### config.mk
export PLATFORM = sky130hd
export DESIGN_NAME = bmg_log_cell
export DESIGN_NICKNAME = d
export VERILOG_FILES = /design/src/sv/bmg_pkg.sv /design/src/sv/bmg_log_cell.sv
export SDC_FILE = /design/constraint.sdc
export NUM_CORES = 2
export LEC_CHECK = 0
export ABC_AREA = 1
export BUFFER_PORTS_ARGS = -buffer_cell sky130_fd_sc_hd__buf_4
export CAP_MARGIN = 15
export CORE_UTILIZATION = 45
export CTS_BUF_LIST = sky130_fd_sc_hd__clkbuf_4 sky130_fd_sc_hd__clkbuf_8
export CTS_CLUSTER_SIZE = 40
export DETAILED_ROUTE_END_ITERATION = 6
export HOLD_SLACK_MARGIN = 0.15
export PLACE_DENSITY_LB_ADDON = 0.05
export SLEW_MARGIN = 30
export SYNTH_ARGS = -nofsm -noshare
export SYNTH_HDL_FRONTEND = slang
export SYNTH_SLANG_ARGS = --single-unit
### constraint.sdc
create_clock -name clk_i -period 6.3 [get_ports clk_i]
set_clock_uncertainty 0.15 [all_clocks]
set_input_delay 0.315 -clock clk_i [delete_from_list [all_inputs] [get_ports clk_i]]
set_output_delay 0.315 -clock clk_i [all_outputs]
set_load 0.05 [all_outputs]
### src/sv/bmg_pkg.sv
// bmg_pkg: shared constants, register indexes and cell data types of the
// Box-Muller Gaussian sample block. No dependencies.
package bmg_pkg;

  // default width of the uniform words that are used
  localparam int unsigned UNIFORM_BITS = 32;

  // chain lengths
  localparam int unsigned LOG_FRAC     = 30;
  localparam int unsigned SQRT_CELLS   = 31;
  localparam int unsigned HORNER_CELLS = 6;
  localparam int unsigned HORNER_LAT   = 3;
  localparam int unsigned EXP_W        = 6;

  // fixed-point constants
  localparam logic [30:0] ONE_Q30    = 31'h4000_0000;
  localparam logic [26:0] LN2_Q27    = 27'd93032640;
  localparam logic [31:0] TWO_PI_Q29 = 32'd3373259426;

  // configuration register indexes
  localparam int unsigned CFG_IDX_W = 8;
  localparam logic [CFG_IDX_W-1:0] REG_MEAN_OFFSET = 8'd0;
  localparam logic [CFG_IDX_W-1:0] REG_STD_SCALE   = 8'd1;
  localparam logic [30:0] STD_SCALE_RESET = 31'd65536;

  // Horner divisors per cell; zero means the sine series skips that cell
  localparam int unsigned COS_DIV [HORNER_CELLS] = '{132, 90, 56, 30, 12, 2};
  localparam int unsigned SIN_DIV [HORNER_CELLS] = '{0, 110, 72, 42, 20, 6};

  // log2 squaring cell data
  typedef struct packed {
    logic [30:0]          y;
    logic [LOG_FRAC-1:0]  f;
    logic [EXP_W-1:0]     e;
  } log_t;

  // square root digit cell data
  typedef struct packed {
    logic [61:0] n;
    logic [32:0] r;
    logic [30:0] q;
  } sqrt_t;

  // trig side data handed along the Horner cells
  typedef struct packed {
    logic [29:0] x;
    logic [29:0] x2;
    logic        use_sin;
    logic        neg;
  } trig_t;

endpackage

### src/sv/bmg_log_cell.sv
// bmg_log_cell: one squaring step of the log2 mantissa, yields one
// fraction bit per cell. Uses bmg_pkg::log_t.
module bmg_log_cell #(
  parameter int unsigned BIT = 0
) (
  input  logic            clk_i,
  input  logic            en_i,
  input  bmg_pkg::log_t   data_i,
  output bmg_pkg::log_t   data_o
);

  logic [61:0]   sq;
  logic [31:0]   ys;
  bmg_pkg::log_t data_d, data_q;

  // square the mantissa, renormalize when it reaches two
  always_comb begin
    sq     = 62'(data_i.y) * 62'(data_i.y);
    ys     = sq[61:30];
    data_d = data_i;
    if (ys[31]) begin
      data_d.y      = ys[31:1];
      data_d.f[BIT] = 1'b1;
    end else begin
      data_d.y = ys[30:0];
    end
  end

  always_ff @(posedge clk_i) begin
    if (en_i) begin
      data_q <= data_d;
    end
  end

  assign data_o = data_q;

endmodule

Word level (Yosys, flattened, before mapping)

Index checks and enable logic that the tools add are counted.

Output and inout port bits: 67
RAM bits: 0
ROM bits: 0
Latch bits: 0
Register bits: 67
Memories: 0
Input port bits: 69

$add $sub $neg: 0
Eq/ne operators: 0
Multipliers: 1
Reductions and logical operators: 0
Divide/modulo/power cells: 0
Bitwise gates (word level): 0
Order comparisons: 0
Muxes and demuxes: 1
Shift-type cells: 0

Operator list:

| cell           | count |
|---|---|
| $mul 31x31->62 | 1 |
| $mux 30        | 1 |

Longest topological paths before layout

Word-level depth: 2
Gate-level depth with buffers: 34
Depth with buffers taken out: 31

Least setup slack after synthesis

OpenSTA, ideal clock, no wires.

Path type: input to register
Start: input port data_i[61] (netlist bit)
End: register data_q, in the netlist data_o[55], data pin
Setup slack: -0.676 ns
Stages: 29
Required time: 5.898 ns
Arrival time: 6.574 ns
Cells stage by stage: clkbuf_1 -> buf_1 -> nand2_1 -> fa_1 -> fa_1 -> inv_1 -> fa_1 -> inv_1 -> fa_1 -> inv_1 -> fa_1 -> fa_1 -> fa_1 -> inv_1 -> fa_1 -> inv_1 -> ha_1 -> nand2_2 -> nor2_4 -> inv_2 -> nor3_4 -> nand2_2 -> nor2_2 -> nand2_2 -> nand3_1 -> nand2_4 -> buf_6 -> nand2_1 -> nand2_1

RTL lines:

| what                 | RTL line           | text |
|---|---|---|
| from (decl)          | bmg_log_cell.sv:8  | `input bmg_pkg::log_t data_i,` |
| to (signal assigned) | bmg_log_cell.sv:31 | `data_q <= data_d;` |
| to (decl)            | bmg_log_cell.sv:14 | `bmg_pkg::log_t data_d, data_q;` |

Final worst setup path

Start: input port data_i[45] (netlist bit)
End: register data_q, in the netlist data_o[6], data pin

Longest elaborated chain between the ends: 1

RTL lines:

| what           | RTL line           | text |
|---|---|---|
| $mul 31x31->62 | bmg_log_cell.sv:18 | `sq = 62'(data_i.y) * 62'(data_i.y);` |

Every way passes these cells.
A chain may end at the register's enable or synchronous reset.

==> flow_summary.ini <==
[route]
post_drt_wl_per_cell_um = 15.4
firstDrtPassIters = 5
drtIter0Drc = 1166
vias_per_cell = 4.51
num_vias = 24599
routed_wirelength_um = 83700
postRouteAntennaNets = 0
drc = 0

[status]
violations = setup timing
status = finished with violations

[global_routing]
grt_use_total_pct = 25.0
grt_pass1_vias = 26759
grt_antenna_before_repair = 2
gr-total-overflow = 0
grt_max_degree = 68
grt_pass1_wl_um = 139000

[clock_network]
cts_num_sinks = 67
cts_made_buffers = 9
root_buffer = clkbuf_8
clk_pin_slew_ps = 80
htreeDepth = 3
tritoncts = done
cts_max_path_buffers = 2

[placement]
port_buffers = 135
dp_hpwl_um = 73100
routabilityCongestion = 0.918
dp_cells = 5365

[setup_path]
crit_path_max_fanout = 8
critical_path_class = primary input to flip-flop
crit_required_ps = 6250
arrival_ps = 6530
crit_top_cell = fa_1
max_stage_delay_ps = 590
slowest_stage = fa_1
end_kind = flip-flop
critPathLaunchType = primary input
setup.worst_path.start = data_i[45]

[floorplan]
core_area_mm2 = 0.0691
die_y_um = 267
start_util_pct = 45.8
num_rows = 96
chipWidth_um = 267
dieArea_mm2 = 0.0714
io_pins = 136

[synth]
synth_warnings = 0
synth_cell_types = 38
syn_area_per_cell_um2 = 8.06
syn_inst = 3927
ys_seq_area_share_pct = 6.36
synth_fp_nets = 5012
syn-cell-area_mm2 = 0.0316
synth-seq-cells = 67

[min_path]
hp-start = en_i
hold_depth = 1
min_to = data_o[28]$_DFFE_PP_
hp-class = primary input to flip-flop

[cells_and_area]
largest_reg_flops = 67
drive_gt1_share_pct = 22.1
final_core_util_pct = 57.8
nets = 5600
fill_cells = 6490
fin_cells = 5452
area_growth_pct = 26.2

[timing]
fmax_mhz = 152
setup_violations = 32
period_needed_ps = 6580
final-max-slew-violation-count = 0
finalHoldViolCount = 0
slew_headroom_pct = 43.9
post-route-period-util_pct = 105
worst_slew_pin_slew_ps = 841
worst_slack_ps = -285
rsz0062_at_grt = true

[run]
max_cap_viol_count = 0
## metrics by stage
stage / hold slack (ps) / TNS, ps / setup WS (ps) / instance area, um^2
after detailed placement: 344 / -27040 / -926 / 37300
after CTS: 470 / -6000 / -237 / 39400
after global placement: 343 / -26180 / -888 / 37300
after floorplan: 264 / -6200 / -202 / 32100
after global routing: 472 / -14270 / -497 / 39900
final: 459 / -6920 / -285 / 39900
## cells in the mapped netlist, drive strengths merged
cell / count / area share [%]
o21ai: 14 / 0.22
xnor2: 10 / 0.28
a21oi: 53 / 0.85
nand3: 68 / 1.1
nand3b: 2 / 0.047
and3: 2 / 0.040
nor3: 9 / 0.19
clkbuf: 86 / 1.0
a21boi: 1 / 0.024
nand4: 14 / 0.28
buf: 15 / 0.32
a31o: 2 / 0.055
or2: 5 / 0.099
a31oi: 1 / 0.020
and2: 3 / 0.059
nand2: 1063 / 13
ha: 269 / 11
a21o: 2 / 0.047
edfxtp: 67 / 6.4
fa: 747 / 47
xor2: 22 / 0.61
o21bai: 12 / 0.28
nor4: 6 / 0.12
inv: 1343 / 16
nor2: 111 / 1.4
## kinds of logic (layout without fill, tap and decap cells)
group                      after synthesis  in the layout  synth area share (%)
AOI/OAI and AO/OA                       85             85                  1.50
xor gates and xnor gates                32             32                 0.886
adders and majority gates             1016           1016                  57.9
buffers and inverters                 1444           2031                  17.3
DFF                                     67             67                  6.36
other                                    0              1                     0
and+or+nand+nor                       1283           1289                  16.1
## routing by layer
| metal | routed length, um | global-route usage (%) |
|---|---|---|
| met3 | 2020 | 1.31 |
| met5 | 0 | 0 |
| met4 | 1710 | 4.44 |
| met1 | 37100 | 33.5 |
| met2 | 42900 | 45.2 |
## how the worst max path moves through the flow
stage                                    endpoint  cells after the start
final                     data_o[6]$_SDFFCE_PP1P_                     29
after global routing      data_o[6]$_SDFFCE_PP1P_                     29
after CTS                 data_o[6]$_SDFFCE_PP1P_                     28
after detailed placement  data_o[6]$_SDFFCE_PP1P_                     26
after global placement    data_o[6]$_SDFFCE_PP1P_                     24
after floorplan              data_o[55]$_DFFE_PP_                     28
## worst max-delay path: cells and delay by family
| family | cells | cell delay (ps) |
|---|---|---|
| adders and majority gates | 9 | 4340 |
| and+or+nand+nor | 12 | 1070 |
| buffers and inverters | 7 | 720 |
| AOI/OAI and AO/OA | 1 | 60 |
## cell usage in the layout (no fill, tap or decap), types with 3 or more instances in the layout
| cell | netlist | final |
|---|---|---|
| nand2_8 | 0 | 9 |
| ha_1 | 269 | 238 |
| buf_4 | 0 | 571 |
| clkinv_2 | 0 | 3 |
| a21oi_1 | 52 | 31 |
| nand3_2 | 0 | 3 |
| o21ai_0 | 13 | 11 |
| nand2_4 | 2 | 27 |
| o21ai_1 | 1 | 3 |
| buf_8 | 0 | 5 |
| nand2_2 | 15 | 127 |
| xor2_1 | 22 | 22 |
| fa_1 | 747 | 709 |
| nand2_1 | 1046 | 906 |
| inv_2 | 5 | 37 |
| nor3_1 | 7 | 4 |
| fa_2 | 0 | 38 |
| dlygate4sd3_1 | 0 | 36 |
| buf_6 | 6 | 16 |
| inv_1 | 1338 | 1305 |
| clkbuf_8 | 0 | 9 |
| buf_12 | 0 | 30 |
| nor2_2 | 4 | 16 |
| a21oi_2 | 1 | 20 |
| nor2_1 | 105 | 79 |
| edfxtp_1 | 67 | 67 |
| nor2_4 | 2 | 16 |
| o21bai_1 | 12 | 11 |
| bufbuf_16 | 0 | 3 |
| nand3_1 | 68 | 63 |
| nor4_1 | 6 | 3 |
| ha_4 | 0 | 30 |
| xnor2_1 | 10 | 9 |
| nand4_1 | 14 | 14 |
| buf_16 | 0 | 11 |
| nor3_2 | 1 | 3 |
## area by class of cell
type	count	area, um^2	share of cell area [%]
inverters	1343	5040	12.6
clock inverters	6	56.3	0.141
clock buffers	10	131	0.329
multi-input cells	2422	25600	64.1
well taps	931	1160	2.92
flip-flops and latches	67	2010	5.04
repair buffers	672	5900	14.8
diodes	1	2.50	0.00627
## repair_timing
action                     in CTS  in global routing
hold endpoints to repair       36                  0
setup buffers                  20                  3
pin swaps                      87                 73
hold buffers                   36                  0
resized for setup             310                129
setup endpoints to repair      32                 32
gates cloned                   11                  1
Power is not shown: default switching activity piles up to over one toggle a cycle in this logic, so the estimate is an artifact.
