[config.mk]
export PLATFORM = sky130hd
export DESIGN_NAME = bmg_horner_cell
export DESIGN_NICKNAME = d
export VERILOG_FILES = /design/src/sv/bmg_pkg.sv /design/src/sv/bmg_horner_cell.sv
export SDC_FILE = /design/constraint.sdc
export NUM_CORES = 2
export LEC_CHECK = 0
export CELL_PAD_IN_SITES_DETAIL_PLACEMENT = 0
export CELL_PAD_IN_SITES_GLOBAL_PLACEMENT = 1
export CORE_MARGIN = 10
export CORE_UTILIZATION = 53
export DETAILED_ROUTE_END_ITERATION = 8
export DONT_BUFFER_PORTS = 1
export PLACE_DENSITY = 0.82
export SLEW_MARGIN = 10
export SYNTH_ARGS = -nofsm -noshare
export SYNTH_HDL_FRONTEND = slang
export SYNTH_SLANG_ARGS = --single-unit
[constraint.sdc]
create_clock -name clk_i -period 12.4 [get_ports clk_i]
set_clock_uncertainty 0.05 [all_clocks]
set_input_delay 1.24 -clock clk_i [delete_from_list [all_inputs] [get_ports clk_i]]
set_output_delay 1.24 -clock clk_i [all_outputs]
set_load 0.01 [all_outputs]
[src/sv/bmg_pkg.sv]
// bmg_pkg: shared constants, register indexes and cell data types of the
// Box-Muller Gaussian sample block. No dependencies.
package bmg_pkg;

  // default width of the uniform words that are used
  localparam int unsigned UNIFORM_BITS = 32;

  // chain lengths
  localparam int unsigned LOG_FRAC     = 30;
  localparam int unsigned SQRT_CELLS   = 31;
  localparam int unsigned HORNER_CELLS = 6;
  localparam int unsigned HORNER_LAT   = 3;
  localparam int unsigned EXP_W        = 6;

  // fixed-point constants
  localparam logic [30:0] ONE_Q30    = 31'h4000_0000;
  localparam logic [26:0] LN2_Q27    = 27'd93032640;
  localparam logic [31:0] TWO_PI_Q29 = 32'd3373259426;

  // configuration register indexes
  localparam int unsigned CFG_IDX_W = 8;
  localparam logic [CFG_IDX_W-1:0] REG_MEAN_OFFSET = 8'd0;
  localparam logic [CFG_IDX_W-1:0] REG_STD_SCALE   = 8'd1;
  localparam logic [30:0] STD_SCALE_RESET = 31'd65536;

  // Horner divisors per cell; zero means the sine series skips that cell
  localparam int unsigned COS_DIV [HORNER_CELLS] = '{132, 90, 56, 30, 12, 2};
  localparam int unsigned SIN_DIV [HORNER_CELLS] = '{0, 110, 72, 42, 20, 6};

  // log2 squaring cell data
  typedef struct packed {
    logic [30:0]          y;
    logic [LOG_FRAC-1:0]  f;
    logic [EXP_W-1:0]     e;
  } log_t;

  // square root digit cell data
  typedef struct packed {
    logic [61:0] n;
    logic [32:0] r;
    logic [30:0] q;
  } sqrt_t;

  // trig side data handed along the Horner cells
  typedef struct packed {
    logic [29:0] x;
    logic [29:0] x2;
    logic        use_sin;
    logic        neg;
  } trig_t;

endpackage

[src/sv/bmg_horner_cell.sv]
// bmg_horner_cell: one Horner step h = 1 - (x^2 h)/d of the cos or sin
// series, three stages. Uses bmg_pkg::trig_t and ONE_Q30.
module bmg_horner_cell #(
  parameter int unsigned DIV_COS = 2,
  parameter int unsigned DIV_SIN = 0
) (
  input  logic            clk_i,
  input  logic            en_i,
  input  bmg_pkg::trig_t  trig_i,
  input  logic [30:0]     h_i,
  output bmg_pkg::trig_t  trig_o,
  output logic [30:0]     h_o
);

  localparam int unsigned DS       = (DIV_SIN == 0) ? 1 : DIV_SIN;
  localparam bit          SIN_PASS = (DIV_SIN == 0);
  localparam logic [32:0] RC       = 33'(64'h1_0000_0000 / DIV_COS);
  localparam logic [32:0] RS       = 33'(64'h1_0000_0000 / DS);
  localparam logic [7:0]  DC8      = 8'(DIV_COS);
  localparam logic [7:0]  DS8      = 8'(DS);

  bmg_pkg::trig_t trig1_q, trig2_q, trig3_q;
  logic [30:0]    h1_q, h2_q, h3_q, h_d;
  logic [29:0]    p1_q, p2_q, q0_q, q;
  logic [60:0]    prod1;
  logic [62:0]    prod2;
  logic [32:0]    recip;
  logic [7:0]     div;
  logic [37:0]    qd, rem;

  // stage 1: x^2 * h
  assign prod1 = 61'(trig_i.x2) * 61'(h_i);
  // stage 2: reciprocal estimate of the quotient
  assign recip = trig1_q.use_sin ? RS : RC;
  assign prod2 = 63'(p1_q) * 63'(recip);
  // stage 3: correct the estimate by at most one
  always_comb begin
    div = trig2_q.use_sin ? DS8 : DC8;
    qd  = 38'(q0_q) * 38'(div);
    rem = 38'(p2_q) - qd;
    q   = q0_q + 30'(rem >= 38'(div));
    h_d = bmg_pkg::ONE_Q30 - 31'(q);
    if (SIN_PASS && trig2_q.use_sin) begin
      h_d = h2_q;
    end
  end

  always_ff @(posedge clk_i) begin
    if (en_i) begin
      trig1_q <= trig_i;
      h1_q    <= h_i;
      p1_q    <= prod1[59:30];
      trig2_q <= trig1_q;
      h2_q    <= h1_q;
      p2_q    <= p1_q;
      q0_q    <= prod2[61:32];
      trig3_q <= trig2_q;
      h3_q    <= h_d;
    end
  end

  assign trig_o = trig3_q;
  assign h_o    = h3_q;

endmodule

Word level (Yosys, flattened, before mapping)
Cells that the tools add are included.

word-level totals
  bits of input ports = 95
  word-level logic and storage cells = 28
  register bits = 369
  output and inout port bits = 93

cells by class
  magnitude comparators = 1
  $mul = 3
  add/subtract/negate cells = 3
  muxes and demuxes = 3

operators by type and width
  operator                  number
  $mul A30 B33 Y62          1
  $mul A30 B31 Y60          1
  $ge A38 B2 Y1             1
  $mux W33                  1
  $sub A30 B32 Y33          1
  $mul A30 B2 Y32           1
  $mux W31                  1
  $sub A31 B30 Y31 const A  1
  $add A30 B1 Y30           1
  $mux W2                   1

Logic depth before layout (Yosys ltp)
  depth in word-level cells = 7
  mapped depth = 35
  depth with buffers taken out = 30

Least setup slack after synthesis
No wires, ideal clock.

  path kind = in2reg
  start point = in trig_i[8] in the netlist's numbering
  end point = reg p1_q[27], data pin
  arrival = 8.259 ns
  path buffers = 1
  library setup time = 0.258 ns
  required time = 12.092 ns
  stages on the path = 24
  setup slack = 3.833 ns
  path through = clkbuf_1 nand2_1 fa_1 fa_1 fa_1 fa_1 inv_1 fa_1 fa_1 fa_1 inv_1 fa_1 inv_1 ha_1 and4_1 o21ai_0 or4_1 a2111oi_0 o21ai_1 a21oi_1 nor2_1 o21ai_1 nor2_1 xnor2_1

between the ends
  longest elaborated chain between the ends = 1

ends and longest elaborated chain
  item                  RTL line               text
  from (decl)           bmg_horner_cell.sv:9   input bmg_pkg::trig_t trig_i,
  $mul A30 B31 Y60      bmg_horner_cell.sv:32  assign prod1 = 61'(trig_i.x2) * 61'(h_i);
  named net prod1[57]   bmg_horner_cell.sv:25  logic [60:0] prod1;
  to (signal assigned)  bmg_horner_cell.sv:52  p1_q <= prod1[59:30];
  to (decl)             bmg_horner_cell.sv:24  logic [29:0] p1_q, p2_q, q0_q, q;

The timed path passes the listed nets, and every way through them passes these cells.
A chain may end at the register's enable or synchronous reset.

Worst setup path after layout
  start point = reg trig2_q[1] in the netlist's numbering
  end point = reg h3_q[19], in the netlist h_o[19], data pin

between the ends
  longest elaborated chain between the ends = 7

ends and longest elaborated chain
  item                    RTL line               text
  from (decl)             bmg_horner_cell.sv:22  bmg_pkg::trig_t trig1_q, trig2_q, trig3_q;
  from (signal assigned)  bmg_horner_cell.sv:53  trig2_q <= trig1_q;
  $mux W2                 bmg_horner_cell.sv:38  div = trig2_q.use_sin ? DS8 : DC8;
  $mul A30 B2 Y32         bmg_horner_cell.sv:39  qd = 38'(q0_q) * 38'(div);
  $sub A30 B32 Y33        bmg_horner_cell.sv:40  rem = 38'(p2_q) - qd;
  $ge A38 B2 Y1           bmg_horner_cell.sv:41  q = q0_q + 30'(rem >= 38'(div));
  $add A30 B1 Y30         bmg_horner_cell.sv:41
  $sub A31 B30 Y31        bmg_horner_cell.sv:42  h_d = bmg_pkg::ONE_Q30 - 31'(q);
  $mux W31 *              bmg_horner_cell.sv:43  if (SIN_PASS && trig2_q.use_sin) begin
  named net h_d[19]       bmg_horner_cell.sv:23  logic [30:0] h1_q, h2_q, h3_q, h_d;
  to (signal assigned)    bmg_horner_cell.sv:58  h3_q <= h_d;
  to (decl)               bmg_horner_cell.sv:23

Mark *: on every way through the listed nets, which the timed path passes. The rest lies on a longest branch.

==> results by stage <==
Floorplanning:
- The die extent in y is 319 um.
- The die span in x is 319 um.
- The top-level I/O count is 188.
- The die footprint is 102,000 um^2.
- The number of cell rows is 109.
- The effective utilization at floorplan is 53.5%.
- The standard cell core area is between 80,000 and 90,000 um^2.

GRT:
- The number of antenna violations at the first check in global routing is 9.
- Entering global routing, the biggest net connects 370 pins.
- The leftover overflow at the end of global routing is 0.
- The overall fraction of global-route tracks in use is a little under a quarter.
- The wire length of the first global-routing pass is between 150,000 and 200,000 um.
- The number of global-route vias before repair is 32,000.
- For this run, global-route usage on met1 was measured as roughly a third.
- Global routing consumed, on the met2 layer, 37.2% of the routing resources.
- The met3 track utilization from global routing is between 5 and 6%.
- The global routing stage identified its most utilized layer as met2.

Flow run:
- The number of max-cap violations is 0.

Synth:
- By instance count, the leading cell after synthesis is sky130_fd_sc_hd__inv_1.
- The number of warnings issued by yosys is 0.
- The mapped netlist covers 47,400 um^2.
- Ranked by instance count, the synthesized netlist is headed by sky130_fd_sc_hd__inv_1 (902), sky130_fd_sc_hd__fa_1 (814), sky130_fd_sc_hd__nand2_1 (612).
- Summed over all instances, the cell type with the most area after synthesis is sky130_fd_sc_hd__fa_1.
- The number of synthesized register bits is 369.
- The dominant synthesized flop cell is sky130_fd_sc_hd__edfxtp_1.
- Sequential cells were found to cover between 20% and 30% of the synthesized design area.
- The post-synthesis async set-or-reset flop share is 0%.
- The synthesized netlist contains 74 unique library cells.
- The synthesized design contains 369 enable-type register cells.
- Sorting the synthesized cells by area gives the leading types as sky130_fd_sc_hd__fa_1 (34%), sky130_fd_sc_hd__edfxtp_1 (23%), sky130_fd_sc_hd__ha_1 (12%), sky130_fd_sc_hd__inv_1 (7.1%), sky130_fd_sc_hd__and2_1 (5.9%).
- The cell count after synthesis came out at ~4,600.
- The share of the synthesized area in the top cell type is 34.4%.
- After synthesis, the mean cell area works out to 10.4 um^2.

Timing:
- After layout, the worst setup slack is 3610 ps.
- The highest attainable clock frequency is 114 MHz.
- Setup repair after global routing left no endpoint under its margin.
- The number of pins exceeding their max-slew limit in the final report is 90.
- Setup violations remaining at the end of the flow were counted as 0.
- The relative max-transition margin is -5.92%.
- The final critical path time including I/O delays and setup is just under 9000 ps.
- The measured slew at the worst slew-check pin is 1590 ps.
- The number of hold violations in the final report came to 0.
- The final period utilization is 70.9%.
- The total negative slack is 0 ps.

Detailed routing:
- The wire length after detailed routing is 117,000 um.
- The detail route stage leaves a number of antenna-violating nets equal to 0.
- Dividing the detail-routed wire length by the instance count gives around 21 um.
- For this run, design rule violations remaining after detail routing come to 0.
- The via density per instance is 5.46.
- Across all layers, the routed design uses 30,400 vias.
- For this block, the initial DRC count from the detailed router was 2,265.
- For this run, the detailed router's first-pass iteration total came to 7.

Hold path:
- In this run the worst hold path is classified as reg -> reg.
- The worst hold path passes through 0 cells.

Place:
- At the placement stage, the worst setup path has a slack of 3040 ps.
- The number of placed cells counting well taps is 5,488.
- The detailed placement HPWL is 88,500 um.
- The count of input and output buffers is 0.
- The final weighted congestion of routability-driven global placement is a little under 0.9.

Clock network:
- The clock tree root driver cell is sky130_fd_sc_hd__clkbuf_16.
- The CTS sink count is 369.
- At the later pin of the worst-skew pair, clock insertion delay measures 620 ps.
- The longest clock path from root to sink contains 3 buffers.
- TritonCTS built the clock tree.
- The number of clock buffers added by TritonCTS is 40.
- The number of levels the H-tree was split into is 2.
- The total of cells resized after clock tree synthesis is 0.
- In this run, post-CTS hold repair placed 0 buffers.
- The setup fix buffers added after clock tree synthesis is 0.
- The clock transition at the registers of the reported paths is 60 ps.

Worst setup path:
- The required arrival time at the worst endpoint is 12,650 ps.
- At the worst endpoint, the arrival time is 9030 ps.
- The worst register-to-register path has a depth of 29.
- The critical path is of the reg -> reg type.
- The library cell contributing the largest single delay on the critical path is sky130_fd_sc_hd__buf_4.
- On the worst path, the slowest cell contributes a delay of between 700 and 800 ps.
- The worst setup path is captured at a flop.
- The maximum fanout count along the critical path is 79.
- The worst setup path is launched from a flop.

Finish:
- The share of layout cells above drive strength 1 is 2.98%.
- The number of standard cells in the layout, taps in and fillers out is between 5,000 and 6,000.
- The final core utilization is 55.7%.
- The number of nets in the layout is between 5,000 and 6,000.
- From synthesis to final layout, the design area changed by 3.99%.
- The number of fillers in the final layout is 7,677.

Outcome:
- The run finished, with violations left.
- The final reports fail on max-slew violations.
## stage by stage
stage	hold slack, ps	cell area, um^2
after global placement	350	47900
after global routing	349	49300
after CTS	343	49300
after detailed placement	355	47900
final	346	49300
after floorplan	350	47400
## worst max-delay path: cells and delay by family, from the launching register on
kind | cells | cell delay (ps)
compound gates | 6 | 1090
flops | 1 | 390
mux | 3 | 740
simple gates | 13 | 3850
fa+ha+maj | 4 | 1280
xor+xnor | 1 | 280
buf+inv | 2 | 750
## placed cells by master (no fill, tap or decap), types with 6 or more instances in the layout
cell type / instances
sky130_fd_sc_hd__clkbuf_1: 7
sky130_fd_sc_hd__o21ai_1: 11
sky130_fd_sc_hd__xnor2_1: 78
sky130_fd_sc_hd__o21bai_1: 10
sky130_fd_sc_hd__o21ai_0: 49
sky130_fd_sc_hd__o211ai_1: 9
sky130_fd_sc_hd__a31oi_1: 14
sky130_fd_sc_hd__and3_1: 15
sky130_fd_sc_hd__o21a_1: 12
sky130_fd_sc_hd__nor2_1: 63
sky130_fd_sc_hd__a211o_1: 7
sky130_fd_sc_hd__mux2i_1: 7
sky130_fd_sc_hd__nand4_1: 21
sky130_fd_sc_hd__nand2b_1: 15
sky130_fd_sc_hd__clkbuf_16: 40
sky130_fd_sc_hd__conb_1: 6
sky130_fd_sc_hd__nor3_1: 28
sky130_fd_sc_hd__and2_1: 445
sky130_fd_sc_hd__xor2_1: 48
sky130_fd_sc_hd__a21o_1: 26
sky130_fd_sc_hd__nor3b_1: 10
sky130_fd_sc_hd__a21oi_1: 75
sky130_fd_sc_hd__nand2_1: 612
sky130_fd_sc_hd__mux2_2: 49
sky130_fd_sc_hd__edfxtp_1: 369
sky130_fd_sc_hd__nor2b_1: 40
sky130_fd_sc_hd__ha_1: 439
sky130_fd_sc_hd__or3_1: 7
sky130_fd_sc_hd__fa_1: 814
sky130_fd_sc_hd__nand3b_1: 6
sky130_fd_sc_hd__inv_1: 902
sky130_fd_sc_hd__nand3_1: 43
## final timing paths
kind	startpoint	endpoint	slack (ps)
max	trig2_q[1]	h_o[19]	3610
min	trig2_q[0]	trig_o[0]	350
max reg2reg	trig2_q[1]	h_o[19]	3610
min reg2reg	trig2_q[0]	trig_o[0]	350
## sequential cells by signal (all words and copies together), names as in the netlist
signal / count
h1_q: 31
h2_q: 31
h_o: 31
p1_q: 30
p2_q: 30
q0_q: 30
trig1_q: 62
trig2_q: 62
trig_o: 62
## kinds of logic after synthesis
kind of cell / count (synthesis) / synth area share [%]
and+or+nand+nor: 1329 / 13.9
adders and majority gates: 1253 / 46.0
buffers and inverters: 1137 / 9.09
DFF: 369 / 23.4
AOI/OAI and AO/OA: 279 / 3.93
xor gates and xnor gates: 126 / 2.33
muxes: 56 / 1.31
other: 2 / 0.0159
## area by class of cell
type                            count  area [um^2]  share of cell area, %
Sequential cell                   369        11100                   22.5
Clock buffer                       47         1030                   2.09
Tap cell                         1165         1460                   2.96
Clock inverter                     24          290                  0.589
Inverter                          903         3390                   6.88
Antenna cell                        1         2.50                0.00508
Multi-Input combinational cell   3049        32000                   65.0
Timing Repair Buffer                2         15.0                 0.0305
## layer usage
layer | routed length (um) | up-vias
met4 | 3060 | 0
met2 | 54300 | 1157
li1 | - | 13700
met1 | 49600 | 15400
met5 | 0 | -
met3 | 10400 | 152
Power is not shown: default switching activity piles up to over one toggle a cycle in this logic, so the estimate is an artifact.
