**src/sv/bmg_pkg.sv**
```systemverilog
// bmg_pkg: shared constants, register indexes and cell data types of the
// Box-Muller Gaussian sample block. No dependencies.
package bmg_pkg;

  // default width of the uniform words that are used
  localparam int unsigned UNIFORM_BITS = 32;

  // chain lengths
  localparam int unsigned LOG_FRAC     = 30;
  localparam int unsigned SQRT_CELLS   = 31;
  localparam int unsigned HORNER_CELLS = 6;
  localparam int unsigned HORNER_LAT   = 3;
  localparam int unsigned EXP_W        = 6;

  // fixed-point constants
  localparam logic [30:0] ONE_Q30    = 31'h4000_0000;
  localparam logic [26:0] LN2_Q27    = 27'd93032640;
  localparam logic [31:0] TWO_PI_Q29 = 32'd3373259426;

  // configuration register indexes
  localparam int unsigned CFG_IDX_W = 8;
  localparam logic [CFG_IDX_W-1:0] REG_MEAN_OFFSET = 8'd0;
  localparam logic [CFG_IDX_W-1:0] REG_STD_SCALE   = 8'd1;
  localparam logic [30:0] STD_SCALE_RESET = 31'd65536;

  // Horner divisors per cell; zero means the sine series skips that cell
  localparam int unsigned COS_DIV [HORNER_CELLS] = '{132, 90, 56, 30, 12, 2};
  localparam int unsigned SIN_DIV [HORNER_CELLS] = '{0, 110, 72, 42, 20, 6};

  // log2 squaring cell data
  typedef struct packed {
    logic [30:0]          y;
    logic [LOG_FRAC-1:0]  f;
    logic [EXP_W-1:0]     e;
  } log_t;

  // square root digit cell data
  typedef struct packed {
    logic [61:0] n;
    logic [32:0] r;
    logic [30:0] q;
  } sqrt_t;

  // trig side data handed along the Horner cells
  typedef struct packed {
    logic [29:0] x;
    logic [29:0] x2;
    logic        use_sin;
    logic        neg;
  } trig_t;

endpackage

```
**src/sv/bmg_sqrt_cell.sv**
```systemverilog
// bmg_sqrt_cell: one digit of the restoring integer square root, two
// radicand bits per cell. Uses bmg_pkg::sqrt_t.
module bmg_sqrt_cell (
  input  logic            clk_i,
  input  logic            en_i,
  input  bmg_pkg::sqrt_t  data_i,
  output bmg_pkg::sqrt_t  data_o
);

  logic [34:0]    rr;
  logic [34:0]    trial;
  bmg_pkg::sqrt_t data_d, data_q;

  // bring down two bits, try to subtract 4q+1
  always_comb begin
    rr       = {data_i.r, data_i.n[61:60]};
    trial    = 35'({data_i.q, 2'b01});
    data_d   = data_i;
    data_d.n = {data_i.n[59:0], 2'b00};
    if (rr >= trial) begin
      data_d.r = 33'(rr - trial);
      data_d.q = {data_i.q[29:0], 1'b1};
    end else begin
      data_d.r = rr[32:0];
      data_d.q = {data_i.q[29:0], 1'b0};
    end
  end

  always_ff @(posedge clk_i) begin
    if (en_i) begin
      data_q <= data_d;
    end
  end

  assign data_o = data_q;

endmodule

```
**config.mk**
```make
export PLATFORM = sky130hd
export DESIGN_NAME = bmg_sqrt_cell
export DESIGN_NICKNAME = d
export VERILOG_FILES = /design/src/sv/bmg_pkg.sv /design/src/sv/bmg_sqrt_cell.sv
export SDC_FILE = /design/constraint.sdc
export NUM_CORES = 1
export LEC_CHECK = 0
export ABC_AREA = 1
export ABC_CLOCK_PERIOD_IN_PS = 2200
export BUFFER_PORTS_ARGS = -buffer_cell sky130_fd_sc_hd__buf_2
export CORE_UTILIZATION = 51
export CTS_CLUSTER_SIZE = 28
export DETAILED_ROUTE_END_ITERATION = 16
export PLACE_DENSITY = 0.86
export SKIP_LAST_GASP = 1
export SLEW_MARGIN = 20
export SYNTH_ARGS = -nofsm -noshare
export SYNTH_HDL_FRONTEND = slang
export SYNTH_SLANG_ARGS = --single-unit
```
**constraint.sdc**
```tcl
create_clock -name clk_i -period 2.2 [get_ports clk_i]
set_input_delay 0.44 -clock clk_i [delete_from_list [all_inputs] [get_ports clk_i]]
set_output_delay 0.44 -clock clk_i [all_outputs]
set_load 0.03 [all_outputs]
```
* Yosys cells after proc, flatten, opt, wreduce, memory -nomap -nowiden
Index checks and enable logic that the tools add are counted.
** Storage, ports and cells
- Register bits :: 124
- Output and inout bits :: 126
- Logic and storage cells :: 6
** Cells by class
- Add/subtract/negate cells :: 1
- Order comparisons :: 1
- Mux-type cells :: 1
** Operators by type and width (number)
- 64-bit 2-to-1 mux :: 1
- 35-bit by 33-bit greater-or-equal comparator with 1-bit output :: 1
- 33-bit subtractor :: 1

* Depth between registers and ports, before layout
Gate-level depths: netlist of run 1.
- Word-level depth :: 2
- Gate-level depth with buffers :: 15
- Depth with buffers taken out :: 14

* Worst setup path after synthesis of run 1
No wires, ideal clock.
- Kind :: input-to-reg
- Start :: input port data_i[28] in the netlist's numbering
- End :: register data_q, in the netlist data_o[56], data pin
- Arrival :: 1.785 ns
- Slack :: 0.162 ns
- Stages on the path :: 12
- Buffers on the path :: 1
- Path through :: inv_1 ha_1 nand2_1 inv_1 a21oi_1 nand2b_1 nand3_2 nor2_4 nand2_8 buf_12 nand3_2 nand2_1
** RTL lines
- start, declared :: RTL line bmg_sqrt_cell.sv:6 : input bmg_pkg::sqrt_t data_i,
- end signal, assigned :: RTL line bmg_sqrt_cell.sv:31 : data_q <= data_d;
- end, declared :: RTL line bmg_sqrt_cell.sv:12 : bmg_pkg::sqrt_t data_d, data_q;

==> results.yml, run 1 <==
clocking:
  h-tree-depth: 4
  cts_buffers: 17
  cts_root_buf: "clkbuf_16"
  clk_pin_slew_ns: 0.06
  post_cts_buffers: 0
  ctsLongestPathBuffers: 2
  tritoncts: "built"
  clkSinkCount: 124
setup_path:
  startpoint: "data_i[4]"
  crit_arrival_ns: 2.19
  start_kind: "input pin"
  crit_fanout: 12
  critical_path_class: "input pin to flop"
  crit_required_ns: 2.36
  cp-endpoint: "data_o[43]$_DFFE_PP_"
  cp-end-kind: "flop"
die:
  fp-row-count: 42
  start_util_pct: 52.9
  dieArea_um2: 14300
  die_height_um: 120
  die_w_um: 120
  core_region_area_um2: 13300
  num_io_pins: 254
timing:
  final.min_clock_period_ns: 2.03
  finalSetupViolCount: 0
  slew_violations: 0
  tns_ns: 0
  max_freq_ghz: 0.492
  fin_crit_sh_pct: 92.4
  finalHoldViolCount: 0
  rsz0062_at_grt: "no"
drt:
  route.detailed.vias_per_inst: 4.91
  first_pass_iters: 5
  drtIter0Drc: 416
  wl_per_cell_um: 16.2
  vias: 6656
  drt-total-wl_mm: 21.9
  postRouteAntennaNets: 0
  drc: 0
power:
  p_per_area_nw_per_um2: 817
  leakagePower_nw: 5.26
  ir_worst_vdd_v: 0.000459
  total_power_w: 0.00805
global_routing:
  grt_max_degree: 75
  antenna_found_initial: 2
  grt_pass1_vias: 6441
  overflow: 0
  grt_usage_pct: 30.9
  grt_pass1_wl_mm: 33.2
placement:
  port_buffers: 251
  dp_hpwl_mm: 16.2
  place.gp.congestion: 0.910
finish:
  drive_gt1_share_pct: 35.0
  largest_reg_flops: 124
  areaGrowthSynthToFinish_pct: 39.6
  nNetsFinal: 1327
synthesis:
  yosysWarnings: 0
  ys_types: 32
  ys_seq_elements: 124
  avgSynthCellArea_um2: 8.67
  syn_area_um2: 7060
  syn_inst: 814
  synthFlopType: "edfxtp_1"
  synth-edff-count: 124
  synthArstFlopShare_pct: 0
  yosysSeqAreaShare_pct: 52.7
outcome:
  status: "finished clean"
job:
  maxCapViolCount: 0
min_path:
  holdCritPathClass: "input pin to flop"
  worstHoldStart: "data_i[123]"
==> worst min-delay path by stage <==
| stage | slack [ns] | cells after the start | to |
|---|---|---|---|
| 6_report | 0.20 | 1 | data_o[125]$_DFFE_PP_ |
| 5_1_grt | 0.18 | 1 | data_o[125]$_DFFE_PP_ |
| 4_1_cts | 0.19 | 1 | data_o[125]$_DFFE_PP_ |
| 3_5_place_dp | 0.62 | 1 | data_o[99]$_DFFE_PP_ |
| 3_3_place_gp | 0.62 | 1 | data_o[125]$_DFFE_PP_ |
| 2_1_floorplan | 0.54 | 0 | data_o[100]$_DFFE_PP_ |
==> report_power, final <==
group          total [W]  internal [W]  switching, W
Clock            0.00307       0.00201       0.00106
Sequential       0.00296       0.00289     0.0000743
Combinational    0.00202      0.000700       0.00132
Total            0.00805       0.00560       0.00245
==> synthesized netlist by cell type, types with 7 or more instances <==
cell,count,area [µm²]
nor2_1,35,131
a21oi_1,20,100
nand2_1,291,1090
nor2_2,7,43.8
nand3b_1,9,67.6
edfxtp_1,124,3720
inv_1,156,586
xor2_1,13,114
inv_2,9,33.8
nor3_1,9,45.0
nand3_2,16,160
ha_1,33,413
nand3_1,58,290
==> critical path, stage by stage <==
cell and delay (ns):
buf_2 0.09, inv_1 0.04, ha_1 0.33, nand2_1 0.08, nand2_1 0.10, inv_1 0.10, nand2_1 0.07, nand2_1 0.08
nand2_1 0.05, nand2_1 0.09, nand3_2 0.11, nand2_4 0.14, nand2_8 0.12, buf_12 0.17, nand2_1 0.09, nand2_1 0.07
==> cells in the final DEF (no fill, tap or decap), types with 2 or more instances in the layout <==
cell	Yosys	final
inv_2	9	9
nand3_1	58	58
inv_6	0	2
nor2_2	7	7
nor2_1	35	35
nand3_2	16	16
buf_12	1	5
nand4_1	5	5
inv_1	156	156
nand2_2	4	5
clkbuf_16	0	17
buf_4	2	88
and2_1	3	3
xor2_1	13	13
edfxtp_1	124	124
a21oi_1	20	20
nand2_1	291	290
nor3_1	9	9
buf_2	6	250
nand3b_1	9	9
bufinv_16	0	5
ha_1	33	33
conb_1	1	2
clkinv_1	0	2
clkinv_4	0	3
clkinvlp_4	0	2
==> per-stage QoR <==
stage                     util (%)  hold WS (ns)  setup WS, ns  std cells  cell area (µm²)
after global placement        69.0         0.616        -0.127       1323             9210
final                         73.8         0.196         0.167       1356             9860
after detailed placement      69.0         0.618        -0.186       1323             9210
after floorplan                  -         0.539         0.162        815             7060
after CTS                     73.8         0.186         0.185       1355             9850
after global routing          73.8         0.183        0.0374       1356             9860
==> timing repair <==
action | 4_1_cts | 5_1_grt
endpoints found under the setup margin | 0 | 2
hold buffers | 0 | 0
resized for setup | 0 | 1
==> cell families after synthesis <==
group,Yosys count,synth area share (%)
XOR/XNOR,14,1.74
adder cells (fa/ha/maj),33,5.85
other,1,0.0531
AO/OA/AOI/OAI,23,1.70
AND/OR/NAND/NOR,443,27.9
flip-flops,124,52.7
buffers and inverters,176,10.1
==> routing by layer <==
layer | wire length, µm | global-route usage, % | vias up
li1 | - | - | 3291
met1 | 8420 | 35.6 | 3010
met2 | 11200 | 55.0 | 305
met3 | 1660 | 7.32 | 48
met4 | 657 | 12.7 | 2
met5 | 13 | 0 | -
==> area by class of cell <==
class / instances / area, µm²
Timing Repair Buffer: 343 / 2010
Tap cell: 176 / 220
Inverter: 165 / 619
Sequential cell: 124 / 3720
Antenna cell: 1 / 2.50
Fill cell: 996 / 3490
Clock buffer: 18 / 429
Multi-Input combinational cell: 515 / 2630
Clock inverter: 14 / 216
No activity file was read; power rests on OpenSTA's default activity.
==> inputs of run 2 (changes only) <==
Settings changed: ABC_AREA 1 to not set, CORE_UTILIZATION 51 to 49, PLACE_DENSITY 0.86 to 0.84.
==> run 2 against run 1 <==
  * The run now ends with negative setup slack left
  * Core utilization up 5.5 points
  * Synthesized cell count decreased by 37%
  * Critical path type unchanged
  * Via count down 11%
  * Design area grew 2.8%
  * Sequential cell count stayed put
  * Count of clock-buffer cells in the layout unchanged
  * Critical endpoint is now data_o[54]$_DFFE_PP_
  * Critical path depth shrank 5
  * Non-clock buffer count increased by 49
  * Setup slack worse by 0.33 ns
  * Sequential power is essentially flat
  * Combinational power rose by 14%
  * Largest power group is now sequential cells
  * Largest cell class unchanged
  * Hold slack worse by 0.0058 ns
==> results.yml, run 2 <==
synthesis:
  synth.most_common_cell: "edfxtp_1"
  syn_inst: 513
  synth.top_cell.area_share_pct: 57.4
  ys_seq_elements: 124
  yosysWarnings: 0
  synthTopCellsByArea: "edfxtp_1 57%, ha_1 6.4%, mux2_4 4.2%"
  yosysSeqAreaShare_pct: 57.4
  yosysTopAreaCell: "edfxtp_1"
  synthArstFlopShare_pct: 0
  synth-edff-count: 124
  synthFlopType: "edfxtp_1"
  netlist_top_cells_count: "124 x edfxtp_1, 50 x inv_1, 37 x a21oi_1, 33 x ha_1, 30 x nand2_1"
  syn_area_um2: 6490
  ys_types: 60
  avgSynthCellArea_um2: 12.7
setup_path:
  start_kind: "input pin"
  crit_chain: "buf_6, inv_4, ha_4, a211oi_4, o311ai_2, a21oi_2, o2111ai_2, a41oi_4, o21a_4, inv_16, mux2_4"
  crit_arrival_ns: 2.54
  cpMaxStageDelayCell: "mux2_4"
  crit_path_max_incr_delay_ns: 0.32
  cp-end-kind: "flop"
  crit_required_ns: 2.37
  crit_fanout: 26
  critical_path_class: "input pin to flop"
die:
  fp-row-count: 41
  num_io_pins: 254
  core_region_area_um2: 12800
  start_util_pct: 50.8
  dieArea_um2: 13700
  die_w_um: 117
  die_height_um: 117
min_path:
  whs_path_depth: 1
  holdCritPathClass: "input pin to flop"
  min_to: "data_o[111]$_DFFE_PP_"
  worstHoldStart: "data_i[109]"
placement:
  place.gp.congestion: 0.867
  pre_cts_slack_ns: -0.749
  dp_hpwl_mm: 14.7
  port_buffers: 251
  place_inst: 1048
drt:
  wl_per_cell_um: 19.3
  postRouteAntennaNets: 0
  drt-total-wl_mm: 21.2
  drc: 0
  first_pass_iters: 7
  drtIter0Drc: 440
  vias: 5894
  route.detailed.vias_per_inst: 5.37
clocking:
  cts_buffers: 17
  cts_hold_buf: 0
  h-tree-depth: 4
  clkSinkCount: 124
  tritoncts: "built"
  clk_pin_slew_ns: 0.06
  ctsLongestPathBuffers: 2
  cts_root_buf: "clkbuf_16"
outcome:
  status: "finished, violations left"
  violations: "negative setup slack"
finish:
  layout_commonest_cell: "buf_2"
  nNetsFinal: 1072
  layout.cells.non_filler: 1098
  areaGrowthSynthToFinish_pct: 56.1
  mostFrequentLayoutCells: "239 x buf_2, 137 x buf_4, 124 x edfxtp_1"
  nFillCells: 737
  drive_gt1_share_pct: 57.7
  largest_reg_flops: 124
timing:
  rsz0062_at_grt: "yes"
  finalHoldWorstSlack_ns: 0.190
  fin_crit_sh_pct: 108
  max_freq_ghz: 0.423
  finalHoldViolCount: 0
  final.min_clock_period_ns: 2.37
  setup_ws_ns: -0.166
  finalSetupViolCount: 31
  slew_violations: 0
global_routing:
  grt_max_degree: 73
  grt_pass1_wl_mm: 31.5
  antenna_found_initial: 4
  grt_usage_pct: 31.6
  overflow: 0
  grt_pass1_vias: 5910
power:
  leakagePower_nw: 4.44
  ir_worst_vdd_v: 0.000377
  clkPwrFrac_pct: 33.2
  swShare_pct: 31.3
  p_per_area_nw_per_um2: 780
  power_frac_seq_pct: 37.6
  p_comb_share_pct: 29.2
  cell_internal_pwr_w: 0.00542
  p_switching_w: 0.00248
job:
  maxCapViolCount: 0
==> run 2: cell types whose count changed after synthesis, moves of 9 or more <==
cell      previous run  this run
o21ai_0              1        20
a21oi_1             20        37
o211ai_1             0        10
nand3_2             16         0
inv_2                9         0
nand2_1            291        30
xor2_1              13         2
nand3_1             58        12
inv_1              156        50
mux2_4               0        18
xnor2_1              1        22
==> run 2: power by group through the flow <==
stage | clock network (W) | logic (W) | registers, W
after CTS | 0.00264 | 0.00226 | 0.00297
after detailed placement | 0 | 0.00211 | 0.00300
after global placement | 0 | 0.00206 | 0.00299
after floorplan | 0 | 0.000806 | 0.00349
final | 0.00262 | 0.00231 | 0.00297
after global routing | 0.00272 | 0.00246 | 0.00298
==> run 2: cell type report <==
type                       count  area, µm²  area share, %
inverter                      51        228           2.25
sequential                   124       3720           36.8
clock buffer                  18        429           4.24
antenna                        2       5.00         0.0494
multi-input combinational    325       2980           29.4
timing repair buffer         392       2430           23.9
clock inverter                14        121           1.20
tap                          172        215           2.12
==> run 2: critical path, delay by kind of cell <==
family                   cells  cell delay, ns
AO/OA/AOI/OAI                6            1.32
multiplexers                 1            0.32
buffers and inverters        3            0.24
adder cells (fa/ha/maj)      1            0.20
==> run 2: worst max path at each step <==
stage	from	to	slack (ns)	depth (start not counted)
2_1_floorplan	data_i[7]	data_o[40]$_DFFE_PP_	-0.55	12
3_3_place_gp	data_i[1]	data_o[57]$_DFFE_PP_	-0.62	12
3_5_place_dp	data_i[1]	data_o[57]$_DFFE_PP_	-0.75	12
4_1_cts	data_i[49]	data_o[44]$_DFFE_PP_	-0.15	10
5_1_grt	data_i[18]	data_o[54]$_DFFE_PP_	-0.25	11
6_report	data_i[18]	data_o[54]$_DFFE_PP_	-0.17	11
==> run 2: logic make-up (layout without fill, tap and decap cells) <==
family	Yosys count	in the layout	share of synthesized area, %
compound gates	127	127	13.6
buf+inv	65	475	5.15
xor+xnor	24	24	3.24
mux	28	28	5.82
fa+ha+maj	33	33	6.36
simple gates	111	111	8.37
other cells	1	4	0.0578
flops	124	124	57.4
==> run 2: through the flow <==
| step | util, % | TNS (ns) | cell area (µm²) | total power, W |
|---|---|---|---|---|
| after global routing | 79.3 | -6.62 | 10100 | 0.00816 |
| after floorplan | - | -14.31 | 6810 | 0.00430 |
| final | 79.3 | -3.68 | 10100 | 0.00790 |
| after global placement | 71.2 | -17.89 | 9100 | 0.00506 |
| after detailed placement | 71.2 | -19.82 | 9100 | 0.00511 |
| after CTS | 78.6 | -3.44 | 10000 | 0.00786 |
==> run 2: what timing repair did <==
item | 4_1_cts | 5_1_grt
pin swaps | 18 | 6
setup endpoints to repair | 32 | 33
resized for setup | 65 | 23
setup buffers | 14 | 7
==> run 2: routing by layer <==
layer  track usage, %  wire length (µm)  vias up  share of wire (%)
met4             16.4               744        2                3.5
met1             34.9              7840     2804                 37
met5                0                 9        -              0.043
met2             54.9             11000      290                 52
met3             9.73              1560       67                7.4
li1                 -                 -     2731                  -
==> inputs of run 3 (changes only) <==
Settings changed: ABC_AREA set to 1, CORE_MARGIN set to 2, CORE_UTILIZATION 49 to 51, PLACE_DENSITY 0.84 to 0.86.
==> run 3 against run 2 <==
  * The run now ends clean
  * Setup slack better by 0.36 ns
  * Count of clock-buffer cells in the layout is 1 higher
  * Design area is 4.1% lower
  * First-iteration DRC count is 5.5% lower
  * Via count is 11% higher
  * Global-route usage is 3.9 points lower
  * Largest cell class unchanged
  * Largest power group unchanged
==> results.yml, run 3 (synthesis results as in run 1) <==
setup_path:
  start_kind: "input pin"
  crit_arrival_ns: 2.18
  crit_top_cell: "nand2_1"
  cpMaxStageDelayCell: "ha_1"
  startpoint: "data_i[14]"
  crit_required_ns: 2.36
  critical_path_class: "input pin to flop"
  crit_fanout: 20
  crit_path_max_incr_delay_ns: 0.34
  crit_chain: "buf_2, inv_1, ha_1, nand2_1, nor2_1, nand2_1, nor2_2, nand2_1, nand3_2, nor2_4, buf_4, nand3_1, nand2_1"
  cp-end-kind: "flop"
power:
  ir_worst_vdd_v: 0.000538
  leakagePower_nw: 5.19
  p_per_area_nw_per_um2: 786
clocking:
  clk_pin_slew_ns: 0.05
  tritoncts: "built"
  cts_root_buf: "clkbuf_16"
  cts_hold_buf: 0
  ctsLongestPathBuffers: 2
  h-tree-depth: 4
  clkSinkCount: 124
  cts_buffers: 17
  post_cts_buffers: 0
  cts_resized: 0
global_routing:
  grt_pass1_wl_mm: 30.9
  grt_max_degree: 36
  grt_usage_pct: 27.6
  grt_pass1_vias: 6410
  antenna_found_initial: 2
  overflow: 0
drt:
  drt-total-wl_mm: 20.3
  wl_per_cell_um: 15.0
  route.detailed.vias_per_inst: 4.86
  drtIter0Drc: 416
  postRouteAntennaNets: 0
  drc: 0
  first_pass_iters: 5
  vias: 6564
min_path:
  holdCritPathClass: "input pin to flop"
  worstHoldStart: "data_i[113]"
job:
  maxCapViolCount: 0
finish:
  drive_gt1_share_pct: 34.4
  nNetsFinal: 1321
  layout_commonest_cell: "nand2_1"
  largest_reg_flops: 124
  final_core_util_pct: 72.5
  stdcell_area_um2: 9720
  mostFrequentLayoutCells: "291 x nand2_1, 250 x buf_2, 156 x inv_1"
  areaGrowthSynthToFinish_pct: 37.7
outcome:
  status: "finished clean"
placement:
  port_buffers: 251
  dp_hpwl_mm: 15.9
  place.gp.congestion: 0.893
  dpl_cell_area_um2: 9140
timing:
  fin_crit_sh_pct: 91.4
  max_freq_ghz: 0.497
  rsz0062_at_grt: "no"
  finalHoldViolCount: 0
  slew_violations: 0
  final.min_clock_period_ns: 2.01
  finalSetupViolCount: 0
die:
  core_region_area_um2: 13400
  start_util_pct: 52.7
  fp-row-count: 42
  dieArea_um2: 14800
  die_w_um: 122
  num_io_pins: 254
  die_height_um: 122
[run 3: cell count changes in the layout (fill, tap and decap cells not counted), moves of 13 or more]
cell,before,now
ha_4,24,0
nand3_1,10,58
o21ai_0,14,1
buf_6,13,0
inv_1,37,156
mux2_4,18,0
xnor2_1,21,1
buf_4,137,84
ha_1,8,33
nand2_1,29,291
nand3_2,1,16
[run 3: area by class of cell]
type	instances	area (µm²)
diodes	1	2.50
clock buffers	19	433
flip-flops and latches	124	3720
inverters	165	619
repair buffers	337	1940
clock inverters	13	149
well taps	176	220
fillers	1015	3680
multi-input cells	515	2630
[run 3: critical path: cells and delay by family]
| kind | cells | cell delay [ns] |
|---|---|---|
| adder cells (fa/ha/maj) | 1 | 0.34 |
| buffers and inverters | 3 | 0.38 |
| AND/OR/NAND/NOR | 9 | 1.00 |
[run 3: worst paths after layout]
kind	endpoint	slack, ns	cells past startpoint
max	data_o[39]$_DFFE_PP_	0.19	13
min	data_o[115]$_DFFE_PP_	0.19	1
[run 3: power breakdown]
part / switching, W / total (W) / internal, W
Sequential: 0.0000603 / 0.00295 / 0.00289
Clock: 0.000976 / 0.00274 / 0.00176
Combinational: 0.00128 / 0.00196 / 0.000680
Total: 0.00231 / 0.00764 / 0.00533
[run 3: layer usage]
metal	vias to the layer above	share of wire [%]	wire length (µm)	GRT usage (%)
met3	32	7.4	1510	7.44
met2	249	51	10300	49.5
li1	3278	-	-	-
met4	2	2.0	413	9.27
met1	3003	40	8040	32.0
met5	-	0.054	11	0
[run 3: stage by stage]
stage / power (W) / std cells / hold slack [ns] / TNS, ns / worst slack (ns)
2_1_floorplan: 0.00417 / 815 / 0.539 / 0 / 0.162
3_3_place_gp: 0.00488 / 1317 / 0.617 / -4.41 / -0.196
3_5_place_dp: 0.00493 / 1317 / 0.618 / -5.13 / -0.182
4_1_cts: 0.00768 / 1349 / 0.183 / 0 / 0.221
5_1_grt: 0.00797 / 1350 / 0.178 / 0 / 0.0453
6_report: 0.00764 / 1350 / 0.195 / 0 / 0.189
